`src/x86pc_pkg.sv`:
```
// Shared types and constants of the x86 prefix checker.
// Depends on nothing; used by all modules via scoped names.
package x86pc_pkg;

  localparam int NUM_GROUPS  = 5;
  localparam int POS_W       = 4;
  localparam int QUEUE_DEPTH = 4;
  localparam int QPTR_W      = 2;
  localparam int QCNT_W      = 3;

  typedef enum logic [2:0] {
    GRP_LOCK_REP = 3'd0,
    GRP_SEGMENT  = 3'd1,
    GRP_OPSIZE   = 3'd2,
    GRP_ADSIZE   = 3'd3,
    GRP_REX      = 3'd4,
    GRP_NONE     = 3'd7
  } grp_t;

  // One classified word in the queue.
  typedef struct packed {
    grp_t grp;
    logic last;
  } q_entry_t;

  // Queue status seen by front and back.
  typedef struct packed {
    logic              valid;
    logic              full;
    logic [QCNT_W-1:0] count;
  } q_stat_t;

endpackage

```
`src/x86pc_back.sv`:
```
// Back end: track prefix groups per instruction and report on the last byte.
// Depends on x86pc_pkg.
module x86pc_back #(
  parameter int BUFFER_BYTES = 15
) (
  input  logic                 clk,
  input  logic                 rst_n,
  input  x86pc_pkg::q_stat_t   q_stat,
  input  x86pc_pkg::q_entry_t  head,
  output logic                 pop,
  output logic                 out_valid,
  input  logic                 out_stall,
  output logic                 out_duplicated,
  output logic                 out_in_order
);

  localparam int NG = x86pc_pkg::NUM_GROUPS;
  localparam int PW = x86pc_pkg::POS_W;

  logic                scanning_r, scanning_nxt;
  logic [NG-1:0]       seen_r, seen_nxt;
  logic                dup_r, dup_nxt;
  logic [PW-1:0]       pos_r [NG];
  logic [PW-1:0]       pos_nxt [NG];
  logic [PW-1:0]       idx_r, idx_nxt;
  logic                out_valid_r, out_valid_nxt;
  logic                dupl_out_r, order_out_r;
  logic                ordered;

  // Non-last words never touch the output register, so they may pass it.
  assign pop = q_stat.valid && (!head.last || !out_valid_r || !out_stall);

  always_comb begin
    scanning_nxt = scanning_r;
    seen_nxt     = seen_r;
    dup_nxt      = dup_r;
    pos_nxt      = pos_r;
    idx_nxt      = idx_r;
    if (scanning_r && (idx_r < PW'(BUFFER_BYTES))) begin
      if (head.grp == x86pc_pkg::GRP_NONE || head.grp > x86pc_pkg::GRP_REX) begin
        scanning_nxt = 1'b0;
      end else begin
        if (seen_r[head.grp]) dup_nxt = 1'b1;
        seen_nxt[head.grp] = 1'b1;
        pos_nxt[head.grp]  = idx_r;
        idx_nxt            = idx_r + 1'b1;
      end
    end
  end

  always_comb begin
    ordered = 1'b1;
    for (int g = 0; g < NG - 1; g++) begin
      for (int h = g + 1; h < NG; h++) begin
        if (seen_nxt[g] && seen_nxt[h] && (pos_nxt[g] > pos_nxt[h])) ordered = 1'b0;
      end
    end
  end

  always_comb begin
    out_valid_nxt = out_valid_r;
    if (pop && head.last) out_valid_nxt = 1'b1;
    else if (!out_stall)  out_valid_nxt = 1'b0;
  end

  always_ff @(posedge clk) begin
    if (!rst_n) begin
      scanning_r  <= 1'b1;
      seen_r      <= '0;
      dup_r       <= 1'b0;
      idx_r       <= '0;
      out_valid_r <= 1'b0;
      for (int g = 0; g < NG; g++) pos_r[g] <= '0;
    end else begin
      out_valid_r <= out_valid_nxt;
      if (pop) begin
        if (head.last) begin
          // Clear for the next instruction.
          scanning_r <= 1'b1;
          seen_r     <= '0;
          dup_r      <= 1'b0;
          idx_r      <= '0;
          for (int g = 0; g < NG; g++) pos_r[g] <= '0;
        end else begin
          scanning_r <= scanning_nxt;
          seen_r     <= seen_nxt;
          dup_r      <= dup_nxt;
          idx_r      <= idx_nxt;
          pos_r      <= pos_nxt;
        end
      end
    end
  end

  always_ff @(posedge clk) begin
    if (pop && head.last) begin
      dupl_out_r  <= dup_nxt;
      order_out_r <= ordered;
    end
  end

  assign out_valid      = out_valid_r;
  assign out_duplicated = dupl_out_r;
  assign out_in_order   = order_out_r;

endmodule

```
`config.mk`:
```
export PLATFORM = sky130hd
export DESIGN_NAME = x86pc_back
export DESIGN_NICKNAME = d
export VERILOG_FILES = /design/src/x86pc_pkg.sv /design/src/x86pc_back.sv
export SDC_FILE = /design/constraint.sdc
export NUM_CORES = 1
export LEC_CHECK = 0
export ABC_AREA = 1
export BUFFER_PORTS_ARGS = -buffer_cell sky130_fd_sc_hd__buf_2
export CORE_AREA = 3 3 92 85
export DETAILED_ROUTE_END_ITERATION = 8
export DIE_AREA = 0 0 95 88
export PLACE_DENSITY_LB_ADDON = 0.2
export SLEW_MARGIN = 15
export SYNTH_ARGS = -nofsm -noshare
export SYNTH_HDL_FRONTEND = slang
export SYNTH_SLANG_ARGS = --single-unit
```
`constraint.sdc`:
```
create_clock -name clk -period 2.9 [get_ports clk]
set_clock_uncertainty 0.2 [all_clocks]
set_input_delay 0.145 -clock clk [delete_from_list [all_inputs] [get_ports clk]]
set_output_delay 0.145 -clock clk [all_outputs]
set_load 0.02 [all_outputs]
```
Word-level counts from Yosys, hierarchy flattened
Cells that the tools add are included.
{"block": "totals", "regBits": 34, "inputBits": 12, "out_inout_bits": 4, "word_cells": 96}
{"block": "classes", "addsub": 1, "order_cmp": 16, "n_eq_ne": 3, "mux": 26, "bitwise_logic": 2, "n_reduce_logical": 36}
{"op": "2-to-1 mux 20 bit", "n": 3}
{"op": "greater-than comparator 4 bit", "n": 10}
{"op": "logical AND 1 bit", "n": 25}
{"op": "bitwise mux 20 bit", "n": 1}
{"op": "2-to-1 mux 4 bit", "n": 4}
{"op": "2-to-1 mux 5 bit", "n": 3}
{"op": "demux 4 bit (select 3 bit)", "n": 1}
{"op": "2-to-1 mux 1 bit", "n": 12}
{"op": "OR reduction 9 bit", "n": 1}
{"op": "AND reduction 3 bit", "n": 2}
{"op": "OR 5 bit", "n": 1}
{"op": "adder 4 x 1 -> 4 bit, second input constant", "n": 1}
{"op": "greater-or-equal comparator 4 bit, second input constant", "n": 1}
{"op": "less-than comparator 3 x 4 -> 1 bit, second input constant", "n": 1}
{"op": "less-than comparator 4 x 1 -> 1 bit, second input constant", "n": 1}
{"op": "less-than comparator 4 bit, second input constant", "n": 1}
{"op": "inverter 3 -> 4 bit", "n": 1}
{"op": "nonzero test 2 bit", "n": 2}
{"op": "binary-select mux 1 bit (select 3 bit)", "n": 1}
{"op": "demux 1 bit (select 3 bit)", "n": 1}
{"op": "equality test 3 bit, second input constant", "n": 1}
{"op": "greater-or-equal comparator 3 x 1 -> 1 bit, second input constant", "n": 1}
{"op": "greater-than comparator 3 bit, second input constant", "n": 1}
{"op": "logical NOT 1 bit", "n": 3}
{"op": "3 further kinds", "n": 5}

Longest topological paths before layout
{"block": "logic_depth", "word_depth": 11, "depth_mapped": 20, "ltp_nobuf": 19}

Least setup slack after synthesis
OpenSTA, ideal clock, no wires.
{"block": "synth_timing", "path_type": "register -> register", "start": "register idx_r[0]", "end": "register order_out_r, in the netlist out_in_order (data pin)", "setup_time_ps": 251, "t_arrival_ps": 2237, "required_ps": 2449, "path_slack_ps": 212, "stages_incl_launch_ff": 20, "n_path_buf": 1, "period_less_slack_ps": 2688, "cell_sequence": "dfxtp_1 ha_1 nand3_2 nand2_4 buf_6 nor2_2 o21ai_0 inv_1 ha_1 nand2_1 inv_1 nand2_1 nand3b_1 nand2_1 inv_1 nand2_1 nand2_1 inv_1 nand2_1 nor2_1"}
{"block": "synth_between", "elab_chain_len": 6, "elab_cells_between_ends": 38, "classes_between": "order compare: 11; mux: 5; reduce/logical: 22"}
{"element": "from (decl)", "line": "x86pc_back.sv:25", "source": "logic [PW-1:0] idx_r, idx_nxt;"}
{"element": "from (signal assigned)", "line": "x86pc_back.sv:88", "source": "idx_r <= idx_nxt;"}
{"element": "less-than comparator 4 bit / bitwise mux 20 bit (equally long branches)", "line": "x86pc_back.sv:39, x86pc_back.sv:45"}
{"element": "logical AND 1 bit / 2-to-1 mux 20 bit (equally long branches)", "line": "x86pc_back.sv:39, x86pc_back.sv:40"}
{"element": "2-to-1 mux 20 bit / 2-to-1 mux 5 bit (equally long branches)", "line": "x86pc_back.sv:39", "source": "if (scanning_r && (idx_r < PW'(BUFFER_BYTES))) begin"}
{"element": "greater-than comparator 4 bit / logical AND 1 bit (equally long branches)", "line": "x86pc_back.sv:55", "source": "if (seen_nxt[g] && seen_nxt[h] && (pos_nxt[g] > pos_nxt[h])) ordered = 1'b0;"}
{"element": "logical AND 1 bit", "line": "x86pc_back.sv:55"}
{"element": "OR reduction 9 bit (no line) / 2-to-1 mux 1 bit (equally long branches)"}
{"element": "to (signal assigned)", "line": "x86pc_back.sv:98", "source": "order_out_r <= ordered;"}
{"element": "to (decl)", "line": "x86pc_back.sv:27", "source": "logic dupl_out_r, order_out_r;"}
Parallel ways exist; a longest one is shown, timed or not.
A chain may end at the register's enable or synchronous reset.

Worst setup path in the final report
{"block": "layout_timing", "start": "register idx_r[1]", "end": "register order_out_r, in the netlist out_in_order (data pin)"}
The elaborated chain is that of the path after synthesis.

==> results.tsv <==
metric	value	unit
status	finished clean	
detail-route-antenna-nets	0	
totalWireLength	8030	um
cts_buffer_depth	2	
finalHoldViolations	0	
fin_util	0.480	
crit_chain	ha_4 -> nand3_4 -> nand2_8 -> buf_6 -> nor2_4 -> nand2_2 -> nand2_4 -> inv_2 -> ha_4 -> a21oi_2 -> o21ai_0 -> o21ai_1 -> nor3_1 -> a31oi_1 -> nand2_1 -> nor2_1	
syn_nets	479	
area_growth	22.8	%
max_slew_margin	0.380	
row_count	29	
ys_seq_elements	34	
switchingPower	0.383	mW
pre_cts_slack	-0.0507	ns
max_clock_freq	359	MHz
syn_avg_cell_area	6.29	sq um
cts_tree	yes	
clockPowerShare	0.322	
vias	2847	
slew_violations	0	
r2r-end	out_in_order$_SDFFCE_PP0P_	
cp-end-kind	flip-flop	
multi_input_area	1940	sq um
netSwitchingFraction	0.326	
wl_met1	3960	um
via_per_inst	5.00	
ys_warn_count	0	
min_path_cells	3	
wl_per_cell	14.1	um
whs	0.144	ns
highest_layer	met4	
cts_buffers	5	
cts_root_buffer	clkbuf_8	
pwr_density_cell	349	nW/um^2
wl_met2	3640	um
die_w	95	um
cpMostUsedCell	ha_4	
seqPwrFrac	0.415	
internal-power	0.790	mW
final_net_count	519	
synth_compound_area_frac	0.133	
period_needed	2.79	ns
fill_cells	697	
worst_pin_slew	0.929	ns
setup_ws	0.112	ns
ff2ff_setup_slack	0.11	ns
synth_area	2740	sq um
min_path_type	in -> reg	
antenna_found_initial	0	
drive_gt1_frac	0.195	
synth_top_family_by_area	simple AND/OR/NAND/NOR gates	
dieArea	8360	sq um
drt_iter0_markers	152	
startpoint_type	flip-flop	
n_antenna_cell	0	
reg2reg_depth	16	
first_pass_iters	4	
stdcell_count	569	
synth_seq_area_share	0.256	
synth-simple-area-share	0.377	
floorplan.initialDensity	0.391	
globalplace.congestion	0.945	
seqCellArea	703	sq um
route.detailed.drc	0	
required	2.75	ns
place_inst	548	
cts_max_level	2	
r2r_start	idx_r[1]$_SDFFE_PN0P_	
dpl-instance-area	3000	sq um
max_cap_viol_count	0	
power	1.17	mW
grt-ovfl-total	0	
p_leak	1.59	nW
die_h	88	um
synth-adder-area-share	0.146	
vdd_drop_max	0.179	mV
layout_common_cells	nand2_1 (151), inv_1 (45), a21oi_1 (37)	
grt_usage	0.200	
tns	0	ns
worst-setup-path-type	reg -> reg	
hpwl	5920	um
fin_area	3360	sq um
wl_met3	405	um
final_common_cell	nand2_1	
coreArea	7000	sq um
worstSkewPairLatency	0.29	ns
synth.mux.area_fraction	0	
grt_max_degree	24	
grt_pass1_wl	12900	um
combPwrFrac	0.263	
hold_start	head[0]	
cts.sinks	34	
cts.clk_slew.worst_paths	0.08	ns
period_share	0.961	
path_max_fanout	8	
synthCells	435	
setup_violations	0	
hold_end	out_duplicated$_DFFE_PP_	
synth_cell_types	30	
ios	16	
grt_pass1_vias	2595	
io_buffers	11	
slowest_stage	dfxtp_2	
synth_xor_area_frac	0	
max_stage_delay	0.34	ns
cp.arrival	2.64	ns
Yosys cell counts:
library cell	instances	area, sq um
a21oi_1	38	190
nor3_1	7	35.0
nand2_1	152	571
nand3_2	3	30.0
o211ai_1	1	7.51
ha_1	32	400
or2_2	3	18.8
nand2_2	5	31.3
buf_6	1	11.3
nand3_1	12	60.1
nand2_4	2	22.5
nand4_1	6	37.5
dfxtp_1	32	641
clkbuf_1	6	22.5
o2111ai_1	1	8.76
nor2_1	36	135
edfxtp_1	2	60.1
inv_2	4	15.0
nor2_4	3	33.8
o21bai_1	1	7.51
o21ai_0	22	110
a31oi_1	1	6.26
o21ai_1	5	25.0
nor3b_1	1	7.51
buf_2	1	5.00
inv_1	49	184
a211oi_1	1	7.51
nor2_2	2	12.5
clkinv_1	1	3.75
nand3b_1	5	37.5
worst max-delay path, delay by kind of cell (launching register included):
| family | cells | cell delay [ns] |
|---|---|---|
| simple gates | 8 | 1.01 |
| buf+inv | 2 | 0.22 |
| fa+ha+maj | 2 | 0.44 |
| flops | 1 | 0.34 |
| compound gates | 4 | 0.34 |
metal layers:
layer,global-route usage,up-vias
li1,-,1481
met1,0.289,1314
met2,0.319,48
met3,0.0378,4
met4,0.0197,0
met5,0,-
power by group through the flow:
| stage | Sequential [mW] | Combinational, mW | Clock [mW] |
|---|---|---|---|
| floorplan | 0.498 | 0.189 | 0 |
| global placement | 0.496 | 0.267 | 0 |
| detailed placement | 0.496 | 0.274 | 0 |
| CTS | 0.485 | 0.283 | 0.390 |
| global route | 0.488 | 0.350 | 0.410 |
| finish | 0.487 | 0.309 | 0.378 |
cell type report:
| type | count | area share |
|---|---|---|
| Clock buffer | 6 | 0.0246 |
| Clock inverter | 2 | 0.00372 |
| Inverter | 54 | 0.0603 |
| Multi-Input combinational cell | 339 | 0.578 |
| Sequential cell | 34 | 0.209 |
| Tap cell | 93 | 0.0346 |
| Timing Repair Buffer | 41 | 0.0894 |
worst max-delay path by stage:
stage	from	end	slack, ns
final	idx_r[1]$_SDFFE_PN0P_	out_in_order$_SDFFCE_PP0P_	0.11
after global routing	idx_r[0]$_SDFFE_PN0P_	out_in_order$_SDFFCE_PP0P_	-0.04
after CTS	idx_r[0]$_SDFFE_PN0P_	out_in_order$_SDFFCE_PP0P_	0.009
after detailed placement	idx_r[0]$_SDFFE_PN0P_	out_in_order$_SDFFCE_PP0P_	-0.05
after global placement	idx_r[0]$_SDFFE_PN0P_	out_in_order$_SDFFCE_PP0P_	-0.01
after floorplan	idx_r[0]$_SDFFE_PN0P_	out_in_order$_SDFFCE_PP0P_	0.21
sequential cells by signal, indices dropped and copies added, names as in the netlist:
signal and cells:
scanning_r 1, seen_r 5, pos_r 20, out_in_order 1, dup_r 1, out_duplicated 1, idx_r 4, out_valid 1
cells by family after synthesis:
logic type / after synthesis
buffers and inverters: 62
adders and majority gates: 32
and+or+nand+nor: 237
AOI/OAI and AO/OA: 70
DFF: 34
what timing repair did:
action / 4_1_cts / 5_1_grt
hold buffers: 2 / 0
endpoints found under the hold margin: 1 / 0
resized for setup: 6 / 37
setup endpoints to repair: 1 / 1
pin swaps: 1 / 12
buffers inserted: 5 / 6
(Power assumes the default switching activity.)
